===== config.mk =====
export PLATFORM = sky130hd
export DESIGN_NAME = io_chip_indirect_register_port_flat
export DESIGN_NICKNAME = d
export VERILOG_FILES = /design/src/rtl/iocirp_pkg.sv /design/src/rtl/iocirp_if.sv /design/src/rtl/iocirp_ram.sv /design/src/rtl/io_chip_indirect_register_port.sv /design/src/flat_wrapper.sv
export SDC_FILE = /design/constraint.sdc
export NUM_CORES = 1
export LEC_CHECK = 0
export ABC_AREA = 0
export ABC_CLOCK_PERIOD_IN_PS = 2150
export BUFFER_PORTS_ARGS = -buffer_cell sky130_fd_sc_hd__buf_4
export CORE_ASPECT_RATIO = 0.8
export CORE_MARGIN = 2
export CORE_UTILIZATION = 57
export CTS_CLUSTER_SIZE = 20
export DETAILED_ROUTE_END_ITERATION = 8
export GPL_TIMING_DRIVEN = 0
export PLACE_DENSITY = 0.76
export SYNTH_ARGS = -nofsm -noshare
export SYNTH_HDL_FRONTEND = slang
export SYNTH_SLANG_ARGS = --single-unit

===== constraint.sdc =====
create_clock -name clk -period 2.15 [get_ports clk]
set_input_delay 0.215 -clock clk [delete_from_list [all_inputs] [get_ports clk]]
set_output_delay 0.215 -clock clk [all_outputs]
set_load 0.05 [all_outputs]

===== src/rtl/iocirp_pkg.sv =====
// Package for the indirect register port of the parallel I/O chip.
// Holds field widths, register addresses, access codes and reset values.
// No dependencies; every other file of the block but iocirp_ram imports it.
package iocirp_pkg;

	// Field widths
	localparam int DATA_W   = 8;
	localparam int PTR_W    = 6;
	localparam int CFG_IDX_W = 2;
	localparam int REG_DEPTH = 64;

	// Access kind
	typedef enum logic {
		CMD_READ  = 1'b0,
		CMD_WRITE = 1'b1
	} cmd_t;

	// Port select codes
	typedef enum logic [1:0] {
		PORT_A   = 2'd0,
		PORT_B   = 2'd1,
		PORT_C   = 2'd2,
		PORT_CTL = 2'd3
	} port_t;

	// Configuration register indexes
	localparam logic [CFG_IDX_W-1:0] CFG_PORT_A_PINS = 2'd0;
	localparam logic [CFG_IDX_W-1:0] CFG_PORT_B_PINS = 2'd1;
	localparam logic [CFG_IDX_W-1:0] CFG_PORT_C_PINS = 2'd2;

	// Register file addresses
	localparam logic [PTR_W-1:0] REG_MICR  = 6'h00;
	localparam logic [PTR_W-1:0] REG_DDR_C = 6'h06;
	localparam logic [PTR_W-1:0] REG_DDR_A = 6'h23;
	localparam logic [PTR_W-1:0] REG_DDR_B = 6'h2b;

	// Reset bit of the master control register and its reset value
	localparam logic [DATA_W-1:0] MICR_RESET = 8'h01;

	// Reset levels of the input pins
	localparam logic [DATA_W-1:0] PORT_A_PINS_RST = 8'h80;
	localparam logic [DATA_W-1:0] PORT_B_PINS_RST = 8'h00;
	localparam logic [DATA_W-1:0] PORT_C_PINS_RST = 8'h00;

endpackage


===== src/rtl/iocirp_if.sv =====
// Handshake channels of the indirect register port: access request,
// read response and configuration write. Depends on iocirp_pkg.

interface iocirp_req_if;
	import iocirp_pkg::*;
	logic              valid;
	logic              ready;
	logic              command;
	logic [1:0]        port_select;
	logic [DATA_W-1:0] write_data;
	modport source (output valid, output command, output port_select,
		output write_data, input ready);
	modport sink (input valid, input command, input port_select,
		input write_data, output ready);
endinterface

interface iocirp_rsp_if;
	import iocirp_pkg::*;
	logic              valid;
	logic              ready;
	logic [DATA_W-1:0] read_data;
	modport source (output valid, output read_data, input ready);
	modport sink (input valid, input read_data, output ready);
endinterface

interface iocirp_cfg_if;
	import iocirp_pkg::*;
	logic                 valid;
	logic                 ready;
	logic [CFG_IDX_W-1:0] index;
	logic [DATA_W-1:0]    data;
	modport source (output valid, output index, output data, input ready);
	modport sink (input valid, input index, input data, output ready);
endinterface


===== src/rtl/iocirp_ram.sv =====
// Generic single-port-write, single-port-read RAM with a registered read.
// No dependencies.
module iocirp_ram #(
	parameter int WIDTH = 8,
	parameter int DEPTH = 64
) (
	input  logic                     clk,
	input  logic                     we,
	input  logic [$clog2(DEPTH)-1:0] waddr,
	input  logic [WIDTH-1:0]         wdata,
	input  logic                     re,
	input  logic [$clog2(DEPTH)-1:0] raddr,
	output logic [WIDTH-1:0]         rdata
);

	logic [WIDTH-1:0] mem [DEPTH];

	// Write port and registered read port
	always_ff @(posedge clk) begin
		if (we) begin
			mem[waddr] <= wdata;
		end
		if (re) begin
			rdata <= mem[raddr];
		end
	end

endmodule


===== src/rtl/io_chip_indirect_register_port.sv =====
// Bus side of a parallel I/O chip: ports A, B, C and an indirect control port.
// A control-port read goes through two registers, the registered read of the
// RAM that holds the 64-entry register file and then the response register;
// the block sits in its read state meanwhile and accepts no word.
// Writes of any kind and data-port reads return their word in the cycle after
// acceptance through the response register, and a new word is accepted while
// that response is being taken. Entries never written read as their reset
// value (register 0 reads 0x01, all others 0x00) through a per-entry valid
// bit, so no clearing pass runs after reset. Depends on iocirp_pkg,
// iocirp_if and iocirp_ram.
module io_chip_indirect_register_port (
	input logic         clk,
	input logic         arst_n,
	iocirp_req_if.sink  req,
	iocirp_rsp_if.source rsp,
	iocirp_cfg_if.sink  cfg
);
	import iocirp_pkg::*;

	typedef enum logic {
		ST_IDLE,
		ST_READ
	} state_t;

	state_t            state_q;
	logic              rsp_valid_q;
	logic [DATA_W-1:0] rsp_data_q;
	logic [PTR_W-1:0]  ptr_q;
	logic              expecting_q;
	logic              micr_rst_q;
	logic [DATA_W-1:0] ddr_a_q;
	logic [DATA_W-1:0] ddr_b_q;
	logic [DATA_W-1:0] ddr_c_q;
	logic [DATA_W-1:0] latch_a_q;
	logic [DATA_W-1:0] latch_b_q;
	logic [DATA_W-1:0] latch_c_q;
	logic [DATA_W-1:0] pins_a_q;
	logic [DATA_W-1:0] pins_b_q;
	logic [DATA_W-1:0] pins_c_q;
	logic [REG_DEPTH-1:0] valid_q;

	logic              accept;
	logic              is_ctl;
	logic              is_write;
	logic              mem_we;
	logic [PTR_W-1:0]  mem_waddr;
	logic [DATA_W-1:0] mem_wdata;
	logic              mem_re;
	logic [DATA_W-1:0] mem_rdata;
	logic [DATA_W-1:0] reg_rdata;
	logic [DATA_W-1:0] port_rdata;
	logic [DATA_W-1:0] sel_pins;
	logic [DATA_W-1:0] sel_ddr;
	logic [DATA_W-1:0] sel_latch;

	// Handshakes
	assign req.ready = (state_q == ST_IDLE) && (!rsp_valid_q || rsp.ready);
	assign accept    = req.valid && req.ready;
	assign is_ctl    = (req.port_select == PORT_CTL);
	assign is_write  = (req.command == CMD_WRITE);
	assign cfg.ready = 1'b1;
	assign rsp.valid     = rsp_valid_q;
	assign rsp.read_data = rsp_data_q;

	// Decode control-port writes into a register file write
	always_comb begin
		mem_we    = 1'b0;
		mem_waddr = ptr_q;
		mem_wdata = req.write_data;
		if (accept && is_ctl && is_write) begin
			if (micr_rst_q) begin
				mem_we    = 1'b1;
				mem_waddr = REG_MICR;
				mem_wdata = req.write_data & MICR_RESET;
			end else if (expecting_q) begin
				mem_we = 1'b1;
			end
		end
	end

	// Issue the register file read of a control-port read
	assign mem_re = accept && is_ctl && !is_write;

	iocirp_ram #(
		.WIDTH (DATA_W),
		.DEPTH (REG_DEPTH)
	) u_regfile (
		.clk   (clk),
		.we    (mem_we),
		.waddr (mem_waddr),
		.wdata (mem_wdata),
		.re    (mem_re),
		.raddr (ptr_q),
		.rdata (mem_rdata)
	);

	// Substitute the reset value for entries never written
	always_comb begin
		if (valid_q[ptr_q]) begin
			reg_rdata = mem_rdata;
		end else if (ptr_q == REG_MICR) begin
			reg_rdata = MICR_RESET;
		end else begin
			reg_rdata = '0;
		end
	end

	// Mix input pins with output latches under the direction register
	always_comb begin
		unique case (req.port_select)
			PORT_A: begin
				sel_pins  = pins_a_q;
				sel_ddr   = ddr_a_q;
				sel_latch = latch_a_q;
			end
			PORT_B: begin
				sel_pins  = pins_b_q;
				sel_ddr   = ddr_b_q;
				sel_latch = latch_b_q;
			end
			PORT_C: begin
				sel_pins  = pins_c_q;
				sel_ddr   = ddr_c_q;
				sel_latch = latch_c_q;
			end
			default: begin
				sel_pins  = '0;
				sel_ddr   = '0;
				sel_latch = '0;
			end
		endcase
		port_rdata = (sel_pins & sel_ddr) | (sel_latch & ~sel_ddr);
	end

	// State, pointer, shadows, latches and response register
	always_ff @(posedge clk or negedge arst_n) begin
		if (!arst_n) begin
			state_q     <= ST_IDLE;
			rsp_valid_q <= 1'b0;
			rsp_data_q  <= '0;
			ptr_q       <= '0;
			expecting_q <= 1'b0;
			micr_rst_q  <= 1'b1;
			ddr_a_q     <= '0;
			ddr_b_q     <= '0;
			ddr_c_q     <= '0;
			latch_a_q   <= '0;
			latch_b_q   <= '0;
			latch_c_q   <= '0;
			pins_a_q    <= PORT_A_PINS_RST;
			pins_b_q    <= PORT_B_PINS_RST;
			pins_c_q    <= PORT_C_PINS_RST;
			valid_q     <= '0;
		end else begin
			// Drop the response once taken
			if (rsp_valid_q && rsp.ready) begin
				rsp_valid_q <= 1'b0;
			end

			// Configuration writes of the pin levels
			if (cfg.valid) begin
				if (cfg.index == CFG_PORT_A_PINS) begin
					pins_a_q <= cfg.data;
				end else if (cfg.index == CFG_PORT_B_PINS) begin
					pins_b_q <= cfg.data;
				end else if (cfg.index == CFG_PORT_C_PINS) begin
					pins_c_q <= cfg.data;
				end
			end

			// Track which register file entries hold written data
			if (mem_we) begin
				valid_q[mem_waddr] <= 1'b1;
			end

			unique case (state_q)
				ST_IDLE: begin
					if (accept) begin
						if (is_ctl) begin
							if (is_write) begin
								rsp_valid_q <= 1'b1;
								rsp_data_q  <= '0;
								if (micr_rst_q) begin
									micr_rst_q  <= req.write_data[0];
									expecting_q <= 1'b0;
								end else if (expecting_q) begin
									expecting_q <= 1'b0;
									if (ptr_q == REG_MICR) begin
										micr_rst_q <= req.write_data[0];
									end
									if (ptr_q == REG_DDR_A) begin
										ddr_a_q <= req.write_data;
									end
									if (ptr_q == REG_DDR_B) begin
										ddr_b_q <= req.write_data;
									end
									if (ptr_q == REG_DDR_C) begin
										ddr_c_q <= req.write_data;
									end
								end else begin
									ptr_q       <= req.write_data[PTR_W-1:0];
									expecting_q <= 1'b1;
								end
							end else begin
								// Wait in ST_READ for the registered read of the register file
								expecting_q <= 1'b0;
								rsp_valid_q <= 1'b0;
								state_q     <= ST_READ;
							end
						end else begin
							rsp_valid_q <= 1'b1;
							if (is_write) begin
								rsp_data_q <= '0;
								unique case (req.port_select)
									PORT_A:  latch_a_q <= req.write_data;
									PORT_B:  latch_b_q <= req.write_data;
									PORT_C:  latch_c_q <= req.write_data;
									default: latch_c_q <= latch_c_q;
								endcase
							end else begin
								rsp_data_q <= port_rdata;
							end
						end
					end
				end
				ST_READ: begin
					rsp_valid_q <= 1'b1;
					rsp_data_q  <= reg_rdata;
					state_q     <= ST_IDLE;
				end
				default: begin
					state_q <= ST_IDLE;
				end
			endcase
		end
	end

endmodule


===== src/flat_wrapper.sv =====
// flat-port wrapper written by rule: the top's interface ports become plain ports
module io_chip_indirect_register_port_flat import iocirp_pkg::*;
  (clk, arst_n, req_valid, req_command, req_port_select, req_write_data, req_ready, rsp_valid, rsp_read_data, rsp_ready, cfg_valid, cfg_index, cfg_data, cfg_ready);
  iocirp_req_if req_i ();
  iocirp_rsp_if rsp_i ();
  iocirp_cfg_if cfg_i ();
  input logic clk;
  input logic arst_n;
  input wire logic [$bits(req_i.valid)-1:0] req_valid;
  input wire logic [$bits(req_i.command)-1:0] req_command;
  input wire logic [$bits(req_i.port_select)-1:0] req_port_select;
  input wire logic [$bits(req_i.write_data)-1:0] req_write_data;
  output wire logic [$bits(req_i.ready)-1:0] req_ready;
  output wire logic [$bits(rsp_i.valid)-1:0] rsp_valid;
  output wire logic [$bits(rsp_i.read_data)-1:0] rsp_read_data;
  input wire logic [$bits(rsp_i.ready)-1:0] rsp_ready;
  input wire logic [$bits(cfg_i.valid)-1:0] cfg_valid;
  input wire logic [$bits(cfg_i.index)-1:0] cfg_index;
  input wire logic [$bits(cfg_i.data)-1:0] cfg_data;
  output wire logic [$bits(cfg_i.ready)-1:0] cfg_ready;
  assign req_i.valid = req_valid;
  assign req_i.command = req_command;
  assign req_i.port_select = req_port_select;
  assign req_i.write_data = req_write_data;
  assign req_ready = req_i.ready;
  assign rsp_valid = rsp_i.valid;
  assign rsp_read_data = rsp_i.read_data;
  assign rsp_i.ready = rsp_ready;
  assign cfg_i.valid = cfg_valid;
  assign cfg_i.index = cfg_index;
  assign cfg_i.data = cfg_data;
  assign cfg_ready = cfg_i.ready;
  io_chip_indirect_register_port u_core (.clk(clk), .arst_n(arst_n), .req(req_i), .rsp(rsp_i), .cfg(cfg_i));
endmodule

==> After elaboration in Yosys (flattened, before gate mapping) <==
Memories as Yosys holds them, arrays and structs flattened. A register that Yosys moved wholly into a read port is not among the register bits.
Cells that the tools add are included.
{ "classes": {"n_mux": 38, "bitwise_logic": 11, "magnitude_cmp": 3, "eq_ne": 11, "reduce_logical": 26} }
{ "op_table": {"columns": ["op", "n"], "rows": [
  ["case mux 8 bit (3 select lines)", 3],
  ["bitwise OR 64 bit", 1],
  ["2-to-1 mux 8 bit", 7],
  ["2-to-1 mux 1 bit", 21],
  ["AND reduction 7 bit", 3],
  ["bitwise AND 8 bit", 2],
  ["case mux 8 bit (2 select lines)", 1],
  ["AND reduction 5 bit", 3],
  ["< comparator 6 x 7 -> 1 bit (second input constant)", 2],
  ["== test 6 bit (second input constant)", 2],
  ["2-to-1 mux 6 bit", 2],
  ["NOT 8 bit", 1],
  ["bitwise OR 8 bit", 1],
  ["AND reduction 4 bit", 2],
  ["logical AND 1 bit", 7],
  ["binary-select mux 1 bit (select 6 bit)", 1],
  ["demux 1 bit (select 6 bit)", 1],
  ["== test 2 bit (second input constant)", 3],
  ["== test 6 x 3 -> 1 bit (second input constant)", 1],
  [">= comparator 6 x 1 -> 1 bit (second input constant)", 1],
  ["zero test 6 bit", 1],
  ["NOT 1 bit", 6],
  ["AND reduction 3 bit", 2],
  ["AND reduction 6 bit", 1],
  ["9 further kinds", 14]
]} }
{ "word_totals": {"output_inout_bits": 11, "in_bits": 26, "n_memories": 1, "ramBits": 512, "regBits": 154} }
{ "mem_list": {"columns": ["name", "depth", "width", "rd", "rd_ports_with_merged_regs", "write_ports", "line", "text"], "rows": [
  ["u_core.u_regfile.mem", 64, 8, 1, 1, 1, "iocirp_ram.sv:16", "logic [WIDTH-1:0] mem [DEPTH];"]
]} }

==> Depth between registers and ports, before layout <==
{ "logic_depth": {"word_depth": 12, "depth_mapped": 9} }

==> Modules after synthesis <==
From an unflattened synthesis, not the netlist that was laid out.
{ "hier_totals": {"hier_cells": 1530, "area_unflattened_um2": 27451.3} }
{ "modules_own_cells": {"columns": ["module", "cells_per_inst", "area_per_inst_um2", "n_inst"], "rows": [
  ["iocirp_ram", 967, 20317.0, 1],
  ["io_chip_indirect_register_port", 563, 7134.3, 1]
]} }

==> Worst setup path after synthesis <==
No wires, ideal clock.
{ "synth_timing": {"kind": "reg-to-reg", "startpoint": "register u_core.rsp_valid_q (netlist: u_core.rsp.valid)", "endpoint": "memory u_core.u_regfile.mem[0][1], data pin", "arrival_ns": 2.307, "setup_slack_ns": -0.525, "path_stages_with_launch": 6, "cell_sequence": "dfrtp_1 nand2b_1 and4_1 nand2_1 clkbuf_1 and2_1"} }
{ "synth_between": {"elab_chain_cells": 7} }
{ "synth_rtl": {"columns": ["element", "line", "text"], "rows": [
  ["start, declared", "io_chip_indirect_register_port.sv:26", "logic rsp_valid_q;"],
  ["start signal, assigned", "io_chip_indirect_register_port.sv:139", "rsp_valid_q <= 1'b0;"],
  ["start signal, assigned", "io_chip_indirect_register_port.sv:157", "rsp_valid_q <= 1'b0;"],
  ["start signal, assigned", "io_chip_indirect_register_port.sv:181", "rsp_valid_q <= 1'b1;"],
  ["zero test 1 bit", "io_chip_indirect_register_port.sv:57", "assign req.ready = (state_q == ST_IDLE) && (!rsp_valid_q || rsp.ready);"],
  ["logical OR 1 bit", "io_chip_indirect_register_port.sv:57", null],
  ["logical AND 1 bit", "io_chip_indirect_register_port.sv:57", null],
  ["logical AND 1 bit", "io_chip_indirect_register_port.sv:58", "assign accept = req.valid && req.ready;"],
  ["logical AND 1 bit (2 in a row)", "io_chip_indirect_register_port.sv:70", "if (accept && is_ctl && is_write) begin"],
  ["2-to-1 mux 8 bit", "io_chip_indirect_register_port.sv:70", null],
  ["named net u_core.mem_wdata[1]", "io_chip_indirect_register_port.sv:47", "logic [DATA_W-1:0] mem_wdata;"],
  ["end, declared", "iocirp_ram.sv:16", null]
]} }
The timed path passes the listed nets, and every way through them passes these cells.

==> summary.md <==
| Metric | Value |
|---|---|
| Met1 WL | `29350 um` |
| I/O pin cnt | `37` |
| Final-report setup violation count | `600` |
| Drc violations | `0` |
| TritonRoute pass-1 iters | `6` |
| Port bufs | `33` |
| Worst Hold Class | `in -> reg` |
| Max reg flops | `512` |
| Hold Crit Start | `cfg_index[0]` |
| R2R Path Start | `u_core.ptr_q[0]$_DFFE_PN0P_` |
| Final ANT Viol Nets | `0` |
| Synth Flop Type | `edfxtp_1` |
| Initial DRC Count | `2766` |
| Sequential area share after synthesis | `72.23%` |
| Post-route setup slack | `-0.8163 ns` |
| Slew margin rel. | `40.00%` |
| Die ar. | `49060 um2` |
| Top sig layer | `met4` |
| Top cell type's share of synthesized area | `57.93%` |
| Worst-Margin Slew | `0.8958 ns` |
| Startpoint class of the critical path | `flop` |
| Commonest non-fill, non-tap cell in the layout | `edfxtp_1` |
| Clock Latency Late Sink | `0.63 ns` |
| Maximum fanout along the worst path | `10` |
| Tot GR Track Use | `30.27%` |
| Syn_nets | `1443` |
| Fin crit period | `2.966 ns` |
| Share of layout cells above drive strength 1 | `44.52%` |
| Synth top area cells | `edfxtp_1 (58%), dfrtp_1 (14%), mux4_2 (12%)` |
| Fmax | `0.3371 GHz` |
| Number of global-route vias before repair | `15410` |
| Yosys Warn Count | `0` |
| Hold path cells | `3` |
| Fraction of registers with async set/reset | `22.85%` |
| Synth Cell Area | `26960 um2` |
| Yosys top cell by area | `edfxtp_1` |
| Rows | `71` |
| Crit Path Category | `reg -> reg` |
| CP arrival | `3.30 ns` |
| Setup_tns | `-66.04 ns` |
| Status | `finished with violations` |
| Initial core utilization | `57.58%` |
| Reg clk slew, reported paths | `0.07 ns` |
| Max Buffers Root-to-Sink | `3` |
| RSZ-0062 raised after global routing | `true` |
| Design Area, Final | `33550 um2` |
| Worst hold endpoint | `u_core.pins_a_q[5]$_DFFE_PN0P_` |
| Post-synth EDFFs | `520` |
| Failing checks | `negative setup slack` |
| Peak supply drop | `0.9010 mV` |
| Met3 WL | `11240 um` |
| First-pass GRT wire length | `104900 um` |
| Post-Place Cell Area | `28080 um2` |
| Die height | `198.5 um` |
| R2r endpoint | `u_core.u_regfile.rdata[1]$_DFFE_PP_` |
| Antenna violations before repair | `0` |
| Placed Instances | `2071` |
| Layout Cells excl Fill | `2345` |
| Root buf cell | `clkbuf_16` |
| GR Overflow Total | `0` |
| H-tree depth | `2` |
| Fillers | `2485` |
| HPWL Detailed | `42260 um` |
| Cell variety after synth | `50` |
| Sink Count | `674` |
| Area Overhead vs Synth | `24.46%` |
| CP Capture Type | `flop` |
| Worst Path Required | `2.49 ns` |
| Max-cap violations | `0` |
| Fin. Hold Viols | `0` |
| Syn Area/Cell | `19.02 um2` |
| Fin util | `71.66%` |
| Largest net degree at the start of global routing | `100` |
| Leak | `11.82 nW` |
| GPL Wtd Cong | `1.020` |
| R2R depth | `7` |
| Clock skew | `0.03868 ns` |
| Synth Instances | `1417` |
| Pwr Density | `1107 nW/um2` |
| Via count | `16490` |
| Largest register by flop count | `u_core.u_regfile.mem` |
| Tcrit/Tclk final | `138.0%` |
| Slew Limit Fails | `0` |
| WL per Instance | `35.35 um` |
| CTS tree | `built` |
| Register-to-register setup slack | `-0.82 ns` |
| Via-per-instance ratio | `7.030` |
| CTS Buf Count | `60` |
| Largest registers | `u_core.u_regfile.mem (512), u_core.valid_q (64)` |
| Core area | `46820 um2` |
| Most frequent cells in the layout | `edfxtp_1 (520), mux4_2 (149), dfrtp_1 (148)` |
| #FFs+latches synth | `674` |
| DIE WIDTH | `247.1 um` |
| WL final | `82900 um` |
| Met2 Wirelength | `37410 um` |
| Fin nets | `1698` |
-- critical path, stage by stage, from the launching register on --
cell	delay (ns)
dfrtp_1	0.37
buf_6	0.17
clkbuf_16	0.20
buf_16	0.16
mux4_2	0.53
mux4_2	0.55
a22oi_2	0.49
nand2_2	0.19
-- worst max path at each step --
stage,startpoint,endpoint,slack (ns),cells after the start
after floorplan,u_core.rsp.valid$_DFFE_PN0P_,u_core.u_regfile.mem[54][0]$_DFFE_PP_,-0.21,6
after global placement,u_core.ptr_q[2]$_DFFE_PN0P_,u_core.u_regfile.mem[46][2]$_DFFE_PP_,-1.79,5
after detailed placement,u_core.ptr_q[2]$_DFFE_PN0P_,u_core.u_regfile.mem[46][2]$_DFFE_PP_,-1.85,5
after CTS,u_core.ptr_q[0]$_DFFE_PN0P_,u_core.u_regfile.rdata[6]$_DFFE_PP_,-0.46,8
after global routing,u_core.ptr_q[0]$_DFFE_PN0P_,u_core.u_regfile.rdata[1]$_DFFE_PP_,-0.76,7
final,u_core.ptr_q[0]$_DFFE_PN0P_,u_core.u_regfile.rdata[1]$_DFFE_PP_,-0.82,7
-- cell type report --
type | instances | area [um2] | area share (%)
Clock buffer | 83 | 1710 | 5.098
Timing Repair Buffer | 189 | 2389 | 7.120
Clock inverter | 30 | 230.2 | 0.6862
Multi-Input combinational cell | 677 | 8148 | 24.29
Antenna cell | 2 | 5.005 | 0.01492
Sequential cell | 674 | 19480 | 58.05
Tap cell | 620 | 775.7 | 2.312
Buffer | 69 | 810.8 | 2.417
Inverter | 1 | 3.754 | 0.01119
-- layer usage --
metal	vias to the layer above	global-route usage, %
met4	0	11.27
met2	1490	44.60
li1	6198	-
met1	8398	43.77
met3	400	8.432
met5	-	0
-- power by group --
part,total [mW],switching (mW),internal (mW)
clock,10.9,4.95,5.91
combinational,11.5,6.68,4.87
sequential,14.7,0.275,14.5
total,37.1,11.9,25.2
-- cell families after synthesis --
logic type / count (synthesis) / share of synthesized area (%)
DFF: 674 / 72.23
and+or+nand+nor: 267 / 5.050
other: 1 / 0.01391
AOI/OAI and AO/OA: 106 / 2.748
buffers and inverters: 71 / 1.355
muxes: 298 / 18.60
-- cells in the mapped netlist, types with 14 or more instances --
cell type  count
edfxtp_1     520
o211ai_1      14
dfrtp_1      152
buf_2         27
mux2i_1       61
nand3_1       17
mux4_2       146
clkbuf_1      23
a21oi_1       16
nor2_1        85
mux2_2        85
nand2_1       38
or2_2         63
a22oi_1       32
nor2b_1       19
-- stage by stage --
stage	worst slack [ns]	power (mW)	hold slack, ns
floorplan	-0.2060	20.15	-0.08059
global placement	-1.790	22.93	0.4492
detailed placement	-1.846	23.05	0.2145
CTS	-0.4578	34.55	0.06988
global route	-0.7649	37.76	0.04358
finish	-0.8163	37.14	0.03886
-- repair_timing --
action / CTS / global route
hold endpoints to repair: 128 / 0
hold buffers: 18 / 0
buffers inserted: 77 / 54
resized for setup: 278 / 125
pin swaps: 50 / 41
setup endpoints to repair: 1066 / 855
gates cloned: 5 / 5
(Power assumes the default switching activity.)
